==> src/hw/rtl/bbgb_pkg.sv <==
// ----------------------------------------------------------------------------
// bbgb_pkg
// Shared types, codes and defaults of the banded bitplane glyph blitter.
// ----------------------------------------------------------------------------
package bbgb_pkg;

	// default geometry
	localparam int SCREEN_WIDTH_D  = 800;
	localparam int SCREEN_HEIGHT_D = 480;
	localparam int BANDS_D         = 4;
	localparam int FONT_BYTES_D    = 8192;

	// coordinate width inside the engine, font address width
	localparam int CRD_W = 14;
	localparam int FA_W  = 21;

	// command codes
	typedef enum logic [2:0] {
		FN_LOAD  = 3'd0,
		FN_CLEAR = 3'd1,
		FN_PIXEL = 3'd2,
		FN_FILL  = 3'd3,
		FN_GLYPH = 3'd4,
		FN_READ  = 3'd5
	} func_t;

	// configuration register indexes
	localparam logic [2:0] CFG_PLANE = 3'd0;
	localparam logic [2:0] CFG_BAND  = 3'd1;
	localparam logic [2:0] CFG_GW    = 3'd2;
	localparam logic [2:0] CFG_GH    = 3'd3;

	localparam logic [6:0] GW_RESET = 7'd17;
	localparam logic [6:0] GH_RESET = 7'd24;

	localparam logic [7:0] CHAR_FIRST  = 8'h20;
	localparam logic [7:0] CLEAR_BLACK = 8'hFF;
	localparam logic [7:0] CLEAR_RED   = 8'h00;
	localparam logic [7:0] MASK_MSB    = 8'h80;
	localparam logic [2:0] BIT_LAST    = 3'd7;

	typedef struct packed {
		logic       plane;
		logic [1:0] band;
		logic [6:0] gw;
		logic [6:0] gh;
	} cfg_t;

	typedef struct packed {
		func_t       func;
		logic [10:0] pos_x;
		logic [10:0] pos_y;
		logic [10:0] end_x;
		logic [10:0] end_y;
		logic [7:0]  char_code;
		logic [1:0]  ink;
		logic [13:0] byte_addr;
		logic [7:0]  byte_data;
	} cmd_t;

endpackage

==> src/hw/rtl/bbgb_if.sv <==
// ----------------------------------------------------------------------------
// bbgb interfaces
// Valid/ready channels: command input, internal command queue, read result.
// ----------------------------------------------------------------------------
interface bbgb_in_if;
	logic        valid;
	logic        ready;
	logic [2:0]  func;
	logic [10:0] pos_x;
	logic [10:0] pos_y;
	logic [10:0] end_x;
	logic [10:0] end_y;
	logic [7:0]  char_code;
	logic [1:0]  ink;
	logic [13:0] byte_addr;
	logic [7:0]  byte_data;

	modport source(output valid, func, pos_x, pos_y, end_x, end_y, char_code, ink,
		byte_addr, byte_data, input ready);
	modport sink(input valid, func, pos_x, pos_y, end_x, end_y, char_code, ink,
		byte_addr, byte_data, output ready);
endinterface

interface bbgb_cmd_if;
	logic           valid;
	logic           ready;
	bbgb_pkg::cmd_t cmd;

	modport source(output valid, cmd, input ready);
	modport sink(input valid, cmd, output ready);
endinterface


==> src/hw/rtl/bbgb_front.sv <==
// ----------------------------------------------------------------------------
// bbgb_front
// Takes command words, drops those that draw nothing, queues the rest.
// ----------------------------------------------------------------------------
module bbgb_front (
	input  logic           clk,
	input  logic           arst_n,
	input  bbgb_pkg::cfg_t cfg,
	bbgb_in_if.sink        req,
	bbgb_cmd_if.source     cmd
);
	import bbgb_pkg::*;

	cmd_t       q_q [2];
	logic       wr_ptr_q;
	logic       rd_ptr_q;
	logic [1:0] cnt_q;
	logic       keep;
	logic       ink_ok;
	logic       push;
	logic       pop;

	// classify the incoming word
	assign ink_ok = (req.ink == {1'b0, cfg.plane});
	always_comb begin
		unique case (req.func)
			FN_LOAD, FN_CLEAR, FN_READ: keep = 1'b1;
			FN_PIXEL, FN_FILL:          keep = ink_ok;
			FN_GLYPH:                   keep = ink_ok && (req.char_code >= CHAR_FIRST);
			default:                    keep = 1'b0;
		endcase
	end

	assign req.ready = (cnt_q != 2'd2);
	assign push      = req.valid && req.ready && keep;
	assign pop       = cmd.valid && cmd.ready;
	assign cmd.valid = (cnt_q != 2'd0);
	assign cmd.cmd   = q_q[rd_ptr_q];

	// two-entry queue toward the engine
	always_ff @(posedge clk or negedge arst_n) begin
		if (!arst_n) begin
			wr_ptr_q <= 1'b0;
			rd_ptr_q <= 1'b0;
			cnt_q    <= 2'd0;
		end else begin
			if (push) wr_ptr_q <= ~wr_ptr_q;
			if (pop) rd_ptr_q <= ~rd_ptr_q;
			cnt_q <= cnt_q + 2'(push) - 2'(pop);
		end
	end

	always_ff @(posedge clk) begin
		if (push) begin
			q_q[wr_ptr_q] <= '{
				func:      func_t'(req.func),
				pos_x:     req.pos_x,
				pos_y:     req.pos_y,
				end_x:     req.end_x,
				end_y:     req.end_y,
				char_code: req.char_code,
				ink:       req.ink,
				byte_addr: req.byte_addr,
				byte_data: req.byte_data
			};
		end
	end

endmodule

==> src/flat_wrapper.sv <==
// flat-port wrapper written by rule: the top's interface ports become plain ports
module bbgb_front_flat import bbgb_pkg::*;
  (clk, arst_n, cfg, req_valid, req_func, req_pos_x, req_pos_y, req_end_x, req_end_y, req_char_code, req_ink, req_byte_addr, req_byte_data, req_ready, cmd_valid, cmd_cmd, cmd_ready);
  bbgb_in_if req_i ();
  bbgb_cmd_if cmd_i ();
  input  logic clk;
  input  logic arst_n;
  input  bbgb_pkg::cfg_t cfg;
  input wire logic [$bits(req_i.valid)-1:0] req_valid;
  input wire logic [$bits(req_i.func)-1:0] req_func;
  input wire logic [$bits(req_i.pos_x)-1:0] req_pos_x;
  input wire logic [$bits(req_i.pos_y)-1:0] req_pos_y;
  input wire logic [$bits(req_i.end_x)-1:0] req_end_x;
  input wire logic [$bits(req_i.end_y)-1:0] req_end_y;
  input wire logic [$bits(req_i.char_code)-1:0] req_char_code;
  input wire logic [$bits(req_i.ink)-1:0] req_ink;
  input wire logic [$bits(req_i.byte_addr)-1:0] req_byte_addr;
  input wire logic [$bits(req_i.byte_data)-1:0] req_byte_data;
  output wire logic [$bits(req_i.ready)-1:0] req_ready;
  output wire logic [$bits(cmd_i.valid)-1:0] cmd_valid;
  output wire logic [$bits(cmd_i.cmd)-1:0] cmd_cmd;
  input wire logic [$bits(cmd_i.ready)-1:0] cmd_ready;
  assign req_i.valid = req_valid;
  assign req_i.func = req_func;
  assign req_i.pos_x = req_pos_x;
  assign req_i.pos_y = req_pos_y;
  assign req_i.end_x = req_end_x;
  assign req_i.end_y = req_end_y;
  assign req_i.char_code = req_char_code;
  assign req_i.ink = req_ink;
  assign req_i.byte_addr = req_byte_addr;
  assign req_i.byte_data = req_byte_data;
  assign req_ready = req_i.ready;
  assign cmd_valid = cmd_i.valid;
  assign cmd_cmd = cmd_i.cmd;
  assign cmd_i.ready = cmd_ready;
  bbgb_front u_core (.clk(clk), .arst_n(arst_n), .cfg(cfg), .req(req_i), .cmd(cmd_i));
endmodule
==> config.mk <==
export PLATFORM = sky130hd
export DESIGN_NAME = bbgb_front_flat
export DESIGN_NICKNAME = d
export VERILOG_FILES = /design/src/hw/rtl/bbgb_pkg.sv /design/src/hw/rtl/bbgb_if.sv /design/src/hw/rtl/bbgb_front.sv /design/src/flat_wrapper.sv
export SDC_FILE = /design/constraint.sdc
export NUM_CORES = 1
export LEC_CHECK = 0
export BUFFER_PORTS_ARGS = -buffer_cell sky130_fd_sc_hd__buf_2
export CORE_ASPECT_RATIO = 1.4
export CORE_UTILIZATION = 55
export CTS_CLUSTER_SIZE = 24
export DETAILED_ROUTE_END_ITERATION = 10
export PLACE_DENSITY = 0.85
export SLEW_MARGIN = 10
export SYNTH_ARGS = -nofsm -noshare
export SYNTH_HDL_FRONTEND = slang
export SYNTH_SLANG_ARGS = --single-unit
==> constraint.sdc <==
create_clock -name clk -period 10.48 [get_ports clk]
set_clock_uncertainty 0.15 [all_clocks]
set_input_delay 1.048 -clock clk [delete_from_list [all_inputs] [get_ports clk]]
set_output_delay 1.048 -clock clk [all_outputs]
set_load 0.05 [all_outputs]
* Word level (Yosys, flattened, before mapping)
Memories as Yosys holds them, arrays and structs flattened. Index checks and enable logic that the tools add are counted.
Word-level totals: flip-flop bits (word level) 4, bits in writable memories 158, input port bits 100, output and inout port bits 81, logic and storage cells 27, memories 1
Cells by class: add/sub/neg operators 2, magnitude comparators 1, equality and inequality tests 7, muxes and demuxes 3, bitwise gates (word level) 2, reduce and logical (&&, ||, !) cells 8
Memory list:
- u_core.q_q | depth 2, bits a word 79, rd ports 1, clocked after memory_dff 0, wr ports 1, line bbgb_front.sv:14 | cmd_t q_q [2];
Operators with widths (count):
- $ge 8x6->1 const B | 1
- $eq 3x2->1 const B | 2
- $eq 3x3->1 const B | 2
- $logic_and 1x1->1 | 4
- $eq 3x1->1 const B | 1
- $logic_not 3->1 | 1
- $pmux 1 s3 | 1
- $reduce_or 3->1 | 1
- $add 2x1->2 | 1
- $eq 2x1->1 | 1
- $mux 1 | 2
- $ne 2x2->1 const B | 1
- $not 1->1 | 2
- $reduce_bool 2->1 | 1
- $reduce_or 2->1 | 1
- $sub 2x1->2 | 1

* Logic depth before layout (Yosys ltp)
depth in word-level cells 6, depth in mapped cells 7, mapped depth without buffers 7

* Worst setup path after synthesis
No wires, ideal clock.
path type input -> register, start point in req_func[2], end point mem u_core.q_q[0][0] (netlist bit) (enable), library setup time 0.526 ns, arrival time 5.023 ns, required time 9.804 ns, setup slack 4.781 ns, cell stages on the path 4, buffers on the path 0, path through a21oi_1 > nand3_1 > o32ai_2 > nor2b_1
On the way: cells in the longest elaborated chain, start to end 6, elaborated cells between the ends (all ways) 12
RTL lines:
- from (decl) | line flat_wrapper.sv:10 | input wire logic [$bits(req_i.func)-1:0] req_func;
- $eq 3x1->1 (tied with other cells) | line bbgb_front.sv:26 | unique case (req.func)
- $reduce_or 3->1 / $reduce_or 2->1 (equally long branches) | line bbgb_front.sv:26
- $pmux 1 s3 (*) | line bbgb_front.sv:26
- $logic_and 1x1->1 (*) | line bbgb_front.sv:35 | assign push = req.valid && req.ready && keep;
- $mux 1 (*) | line bbgb_front.sv:54 | if (push) begin
- $mux 1 (implied by the code) (*) | line bbgb_front.sv:55 | q_q[wr_ptr_q] <= '{
- to (decl) | line bbgb_front.sv:14
Mark *: on every way between the ends. The rest lies on a longest branch, timed or not.

* Worst setup path in the final report
start point reg u_core.rd_ptr_q, end point out cmd_cmd[38]
On the way: cells in the longest elaborated chain, start to end 1
RTL lines:
- from (decl) | line bbgb_front.sv:16 | logic rd_ptr_q;
- from (signal assigned) | line bbgb_front.sv:48 | if (pop) rd_ptr_q <= ~rd_ptr_q;
- $mem_v2 2x79
- to (decl) | line flat_wrapper.sv:21 | output wire logic [$bits(cmd_i.cmd)-1:0] cmd_cmd;
Every way passes these cells.

==> impl_metrics.xml <==
<?xml version="1.0" encoding="UTF-8"?>
<metrics>
  <group name="floorplanning">
    <metric name="dieWidth" unit="um">89.8</metric>
    <metric name="die_area" unit="um2">11200</metric>
    <metric name="chipHeight" unit="um">125</metric>
    <metric name="core.rowCount" unit="">44</metric>
    <metric name="floorplan.initialDensity" unit="%">56.8</metric>
    <metric name="design.core.area" unit="um2">10500</metric>
    <metric name="io_pins" unit="">181</metric>
  </group>
  <group name="grt">
    <metric name="global_route.overflow_total" unit="">0</metric>
    <metric name="initial_antenna_violation_count" unit="">0</metric>
    <metric name="first_global_vias" unit="">3223</metric>
    <metric name="all_layer_global_routing_usage" unit="%">19.1</metric>
    <metric name="grt_max_degree" unit="">81</metric>
    <metric name="global_route_wire_length_before_repair" unit="mm">15.8</metric>
  </group>
  <group name="timing">
    <metric name="max_clock_freq" unit="GHz">0.292</metric>
    <metric name="slew_violations" unit="">0</metric>
    <metric name="final.setup.worst_slack" unit="ns">7.06</metric>
    <metric name="grt_setup_unrepaired" unit="">no</metric>
    <metric name="finalSetupViolCount" unit="">0</metric>
    <metric name="worst_slew_margin_rel" unit="%">24.9</metric>
    <metric name="final_worst_path_period_share" unit="%">32.7</metric>
    <metric name="worstMarginPinSlew" unit="ns">1.12</metric>
    <metric name="hold_violations" unit="">0</metric>
    <metric name="post-route-min-period" unit="ns">3.42</metric>
    <metric name="setup-tns-final" unit="ns">0</metric>
  </group>
  <group name="critical_path">
    <metric name="r2r-end" unit="">u_core.q_q[0][77]</metric>
    <metric name="cpPeakStageDelay" unit="ns">1.11</metric>
    <metric name="rrSetupSlack" unit="ns">7.35</metric>
    <metric name="worstRegToRegCells" unit="">5</metric>
    <metric name="worstPathCellList" unit="">mux2_2, buf_2</metric>
    <metric name="worstSetupPathDepth" unit="">2</metric>
    <metric name="worstReg2RegStart" unit="">u_core.cnt_q[1]</metric>
    <metric name="crit_slowest_cell" unit="">sky130_fd_sc_hd__dfrtp_4</metric>
    <metric name="worstSetupEndpoint" unit="">cmd_cmd[38]</metric>
    <metric name="timing.setup.critical_path_class" unit="">reg2out</metric>
    <metric name="cp.buffers_inverters" unit="">1</metric>
    <metric name="critical_path.endpoint_type" unit="">output port</metric>
    <metric name="timing.critical_path.fanout_max" unit="">80</metric>
    <metric name="cell_class_contributing_the_biggest_share_of_worst_path_delay" unit="">flip-flops</metric>
    <metric name="crit_path_launch_type" unit="">register</metric>
    <metric name="required" unit="ns">9.28</metric>
    <metric name="worst_ep_arrival_time" unit="ns">2.23</metric>
    <metric name="critical_path.startpoint" unit="">u_core.rd_ptr_q</metric>
  </group>
  <group name="cts">
    <metric name="clock_insertion_delay_worst_skew" unit="ns">0.41</metric>
    <metric name="cts_repair_resize_count" unit="">0</metric>
    <metric name="cts_tree" unit="">built</metric>
    <metric name="clk_transition_reported_paths" unit="ns">0.06</metric>
    <metric name="cts_made_buffers" unit="">17</metric>
    <metric name="clkSinkCount" unit="">162</metric>
    <metric name="cts_hold_buffers" unit="">0</metric>
    <metric name="cts.htree.levels" unit="">4</metric>
    <metric name="post_cts_buffers" unit="">0</metric>
    <metric name="cts.path.max_buffers" unit="">2</metric>
    <metric name="clock_root_buffer" unit="">sky130_fd_sc_hd__clkbuf_16</metric>
  </group>
  <group name="yosys">
    <metric name="synth_top_flop_cell" unit="">sky130_fd_sc_hd__edfxtp_1</metric>
    <metric name="synthMuxAreaShare" unit="%">15.0</metric>
    <metric name="dominant_combinational_cell_family_by_area_after_synthesis" unit="">multiplexers</metric>
    <metric name="synth_adder_area_share" unit="%">0.421</metric>
    <metric name="syn-mean-instance-area" unit="um2">21.9</metric>
    <metric name="syn_inst" unit="">271</metric>
    <metric name="mappedNetlistNets" unit="">373</metric>
    <metric name="synth_compound_area_share" unit="%">0.505</metric>
    <metric name="synthTopCellsByArea" unit="">sky130_fd_sc_hd__edfxtp_1 (80%), sky130_fd_sc_hd__mux2_2 (8.3%), sky130_fd_sc_hd__mux2_1 (6.6%)</metric>
    <metric name="synth_async_sr_flop_share" unit="%">2.47</metric>
    <metric name="synth-edff-count" unit="">158</metric>
    <metric name="netlist_area_before_placement" unit="um2">5940</metric>
    <metric name="synth.yosys.warnings" unit="">0</metric>
    <metric name="synth-simple-area-share" unit="%">0.905</metric>
    <metric name="post_synthesis_sequential_area_ratio" unit="%">81.5</metric>
    <metric name="yosys.area_share.xor_xnor" unit="%">0.737</metric>
    <metric name="netlist.area_leader.share" unit="%">79.8</metric>
    <metric name="most_common_cell_in_the_netlist" unit="">sky130_fd_sc_hd__edfxtp_1</metric>
    <metric name="netlist.top_cell.by_area" unit="">sky130_fd_sc_hd__edfxtp_1</metric>
    <metric name="synth.top_cells.by_count" unit="">sky130_fd_sc_hd__edfxtp_1 (158), sky130_fd_sc_hd__mux2_2 (44), sky130_fd_sc_hd__mux2_1 (35)</metric>
    <metric name="unique_masters_post_synth" unit="">20</metric>
    <metric name="synth.ff_latch_count" unit="">162</metric>
  </group>
  <group name="placed_design">
    <metric name="dp_slack" unit="ns">6.54</metric>
    <metric name="sum_of_net_half_perimeters_after_detailed_placement" unit="mm">6.42</metric>
    <metric name="gp_congestion" unit="">0.713</metric>
    <metric name="placed_cell_area" unit="um2">6910</metric>
    <metric name="place_inst" unit="">565</metric>
    <metric name="place.port_buffers" unit="">164</metric>
  </group>
  <group name="cells_and_area">
    <metric name="syn_to_final_growth" unit="%">26.6</metric>
    <metric name="final_cell_count_no_fill" unit="">597</metric>
    <metric name="final_util" unit="%">71.9</metric>
    <metric name="num_antenna_cells" unit="">0</metric>
    <metric name="fraction_of_layout_instances_using_a_drive_strength_above_1" unit="%">53.8</metric>
    <metric name="fin_nets" unit="">548</metric>
    <metric name="post-route-cell-area" unit="um2">7520</metric>
  </group>
  <group name="worst_hold_path">
    <metric name="min_path_type" unit="">in2async</metric>
  </group>
  <group name="routing">
    <metric name="routed_via_density" unit="">5.07</metric>
    <metric name="totalWireLength" unit="mm">9.98</metric>
    <metric name="drc" unit="">0</metric>
    <metric name="detailedRoute.firstPassIterationCount" unit="">4</metric>
    <metric name="vias" unit="">3026</metric>
    <metric name="wl_per_cell" unit="um">16.7</metric>
    <metric name="final_antenna_net_count" unit="">0</metric>
    <metric name="detail_route.iter0.violations" unit="">141</metric>
  </group>
  <group name="run">
    <metric name="max_cap_violations" unit="">0</metric>
  </group>
  <group name="pwr">
    <metric name="worst_ir_drop_vdd" unit="mV">0.230</metric>
    <metric name="power_density_normalized_to_cell_area" unit="nW/um2">305</metric>
    <metric name="power_leakage" unit="nW">2.82</metric>
  </group>
  <group name="status">
    <metric name="run_status" unit="">finished, final reports clean</metric>
  </group>
</metrics>
-- cell type report --
class / instances / area [um2]
Clock inverter: 15 / 183
Sequential cell: 162 / 4850
Tap cell: 138 / 173
Inverter: 3 / 11.3
Timing Repair Buffer: 165 / 828
Multi-Input combinational cell: 97 / 1050
Clock buffer: 17 / 425
Fill cell: 685 / 2940
-- how the worst min path moves through the flow --
| stage | startpoint | end | slack, ns | depth (start not counted) |
|---|---|---|---|---|
| floorplan | u_core.wr_ptr_q | u_core.wr_ptr_q | 0.31 | 1 |
| global placement | u_core.wr_ptr_q | u_core.wr_ptr_q | 0.38 | 1 |
| detailed placement | u_core.cnt_q[1] | u_core.cnt_q[1] | 0.39 | 1 |
| CTS | arst_n | u_core.wr_ptr_q | 0.27 | 1 |
| global route | arst_n | u_core.wr_ptr_q | 0.27 | 1 |
| finish | arst_n | u_core.wr_ptr_q | 0.29 | 1 |
-- placed cells by master, fill, tap and decap left out, types with 4 or more instances in the layout --
cell type,Yosys,layout
sky130_fd_sc_hd__buf_2,8,164
sky130_fd_sc_hd__clkbuf_16,0,17
sky130_fd_sc_hd__clkinvlp_4,0,4
sky130_fd_sc_hd__edfxtp_1,158,158
sky130_fd_sc_hd__inv_6,0,4
sky130_fd_sc_hd__mux2_1,35,35
sky130_fd_sc_hd__mux2_2,44,44
-- metal layers --
metal  GRT usage, %  wire length [um]  up-vias
met2           34.3              5790      102
met3           5.72               440       14
li1               -                 -     1417
met4           10.0               206        0
met1           20.0              3540     1493
met5              0                 0        -
-- power breakdown --
group / internal, mW / switching, mW / total (mW)
sequential: 0.817 / 0.0818 / 0.899
combinational: 0.219 / 0.556 / 0.774
clock: 0.377 / 0.242 / 0.620
total: 1.41 / 0.880 / 2.29
-- flip-flops by register name, indices dropped and copies added, names as in the netlist --
register	count
u_core.wr_ptr_q	1
u_core.cnt_q	2
u_core.q_q	158
u_core.rd_ptr_q	1
-- stage by stage --
stage / hold WS (ns) / power (mW)
4_1_cts: 0.267 / 2.32
6_report: 0.287 / 2.29
3_5_place_dp: 0.393 / 1.69
3_3_place_gp: 0.381 / 1.68
2_1_floorplan: 0.305 / 1.53
5_1_grt: 0.268 / 2.38
-- cells by family after synthesis --
group,count (synthesis)
flops,162
mux,79
buf+inv,12
simple gates,8
xor+xnor,5
compound gates,3
fa+ha+maj,2
No activity file was read; power rests on OpenSTA's default activity.
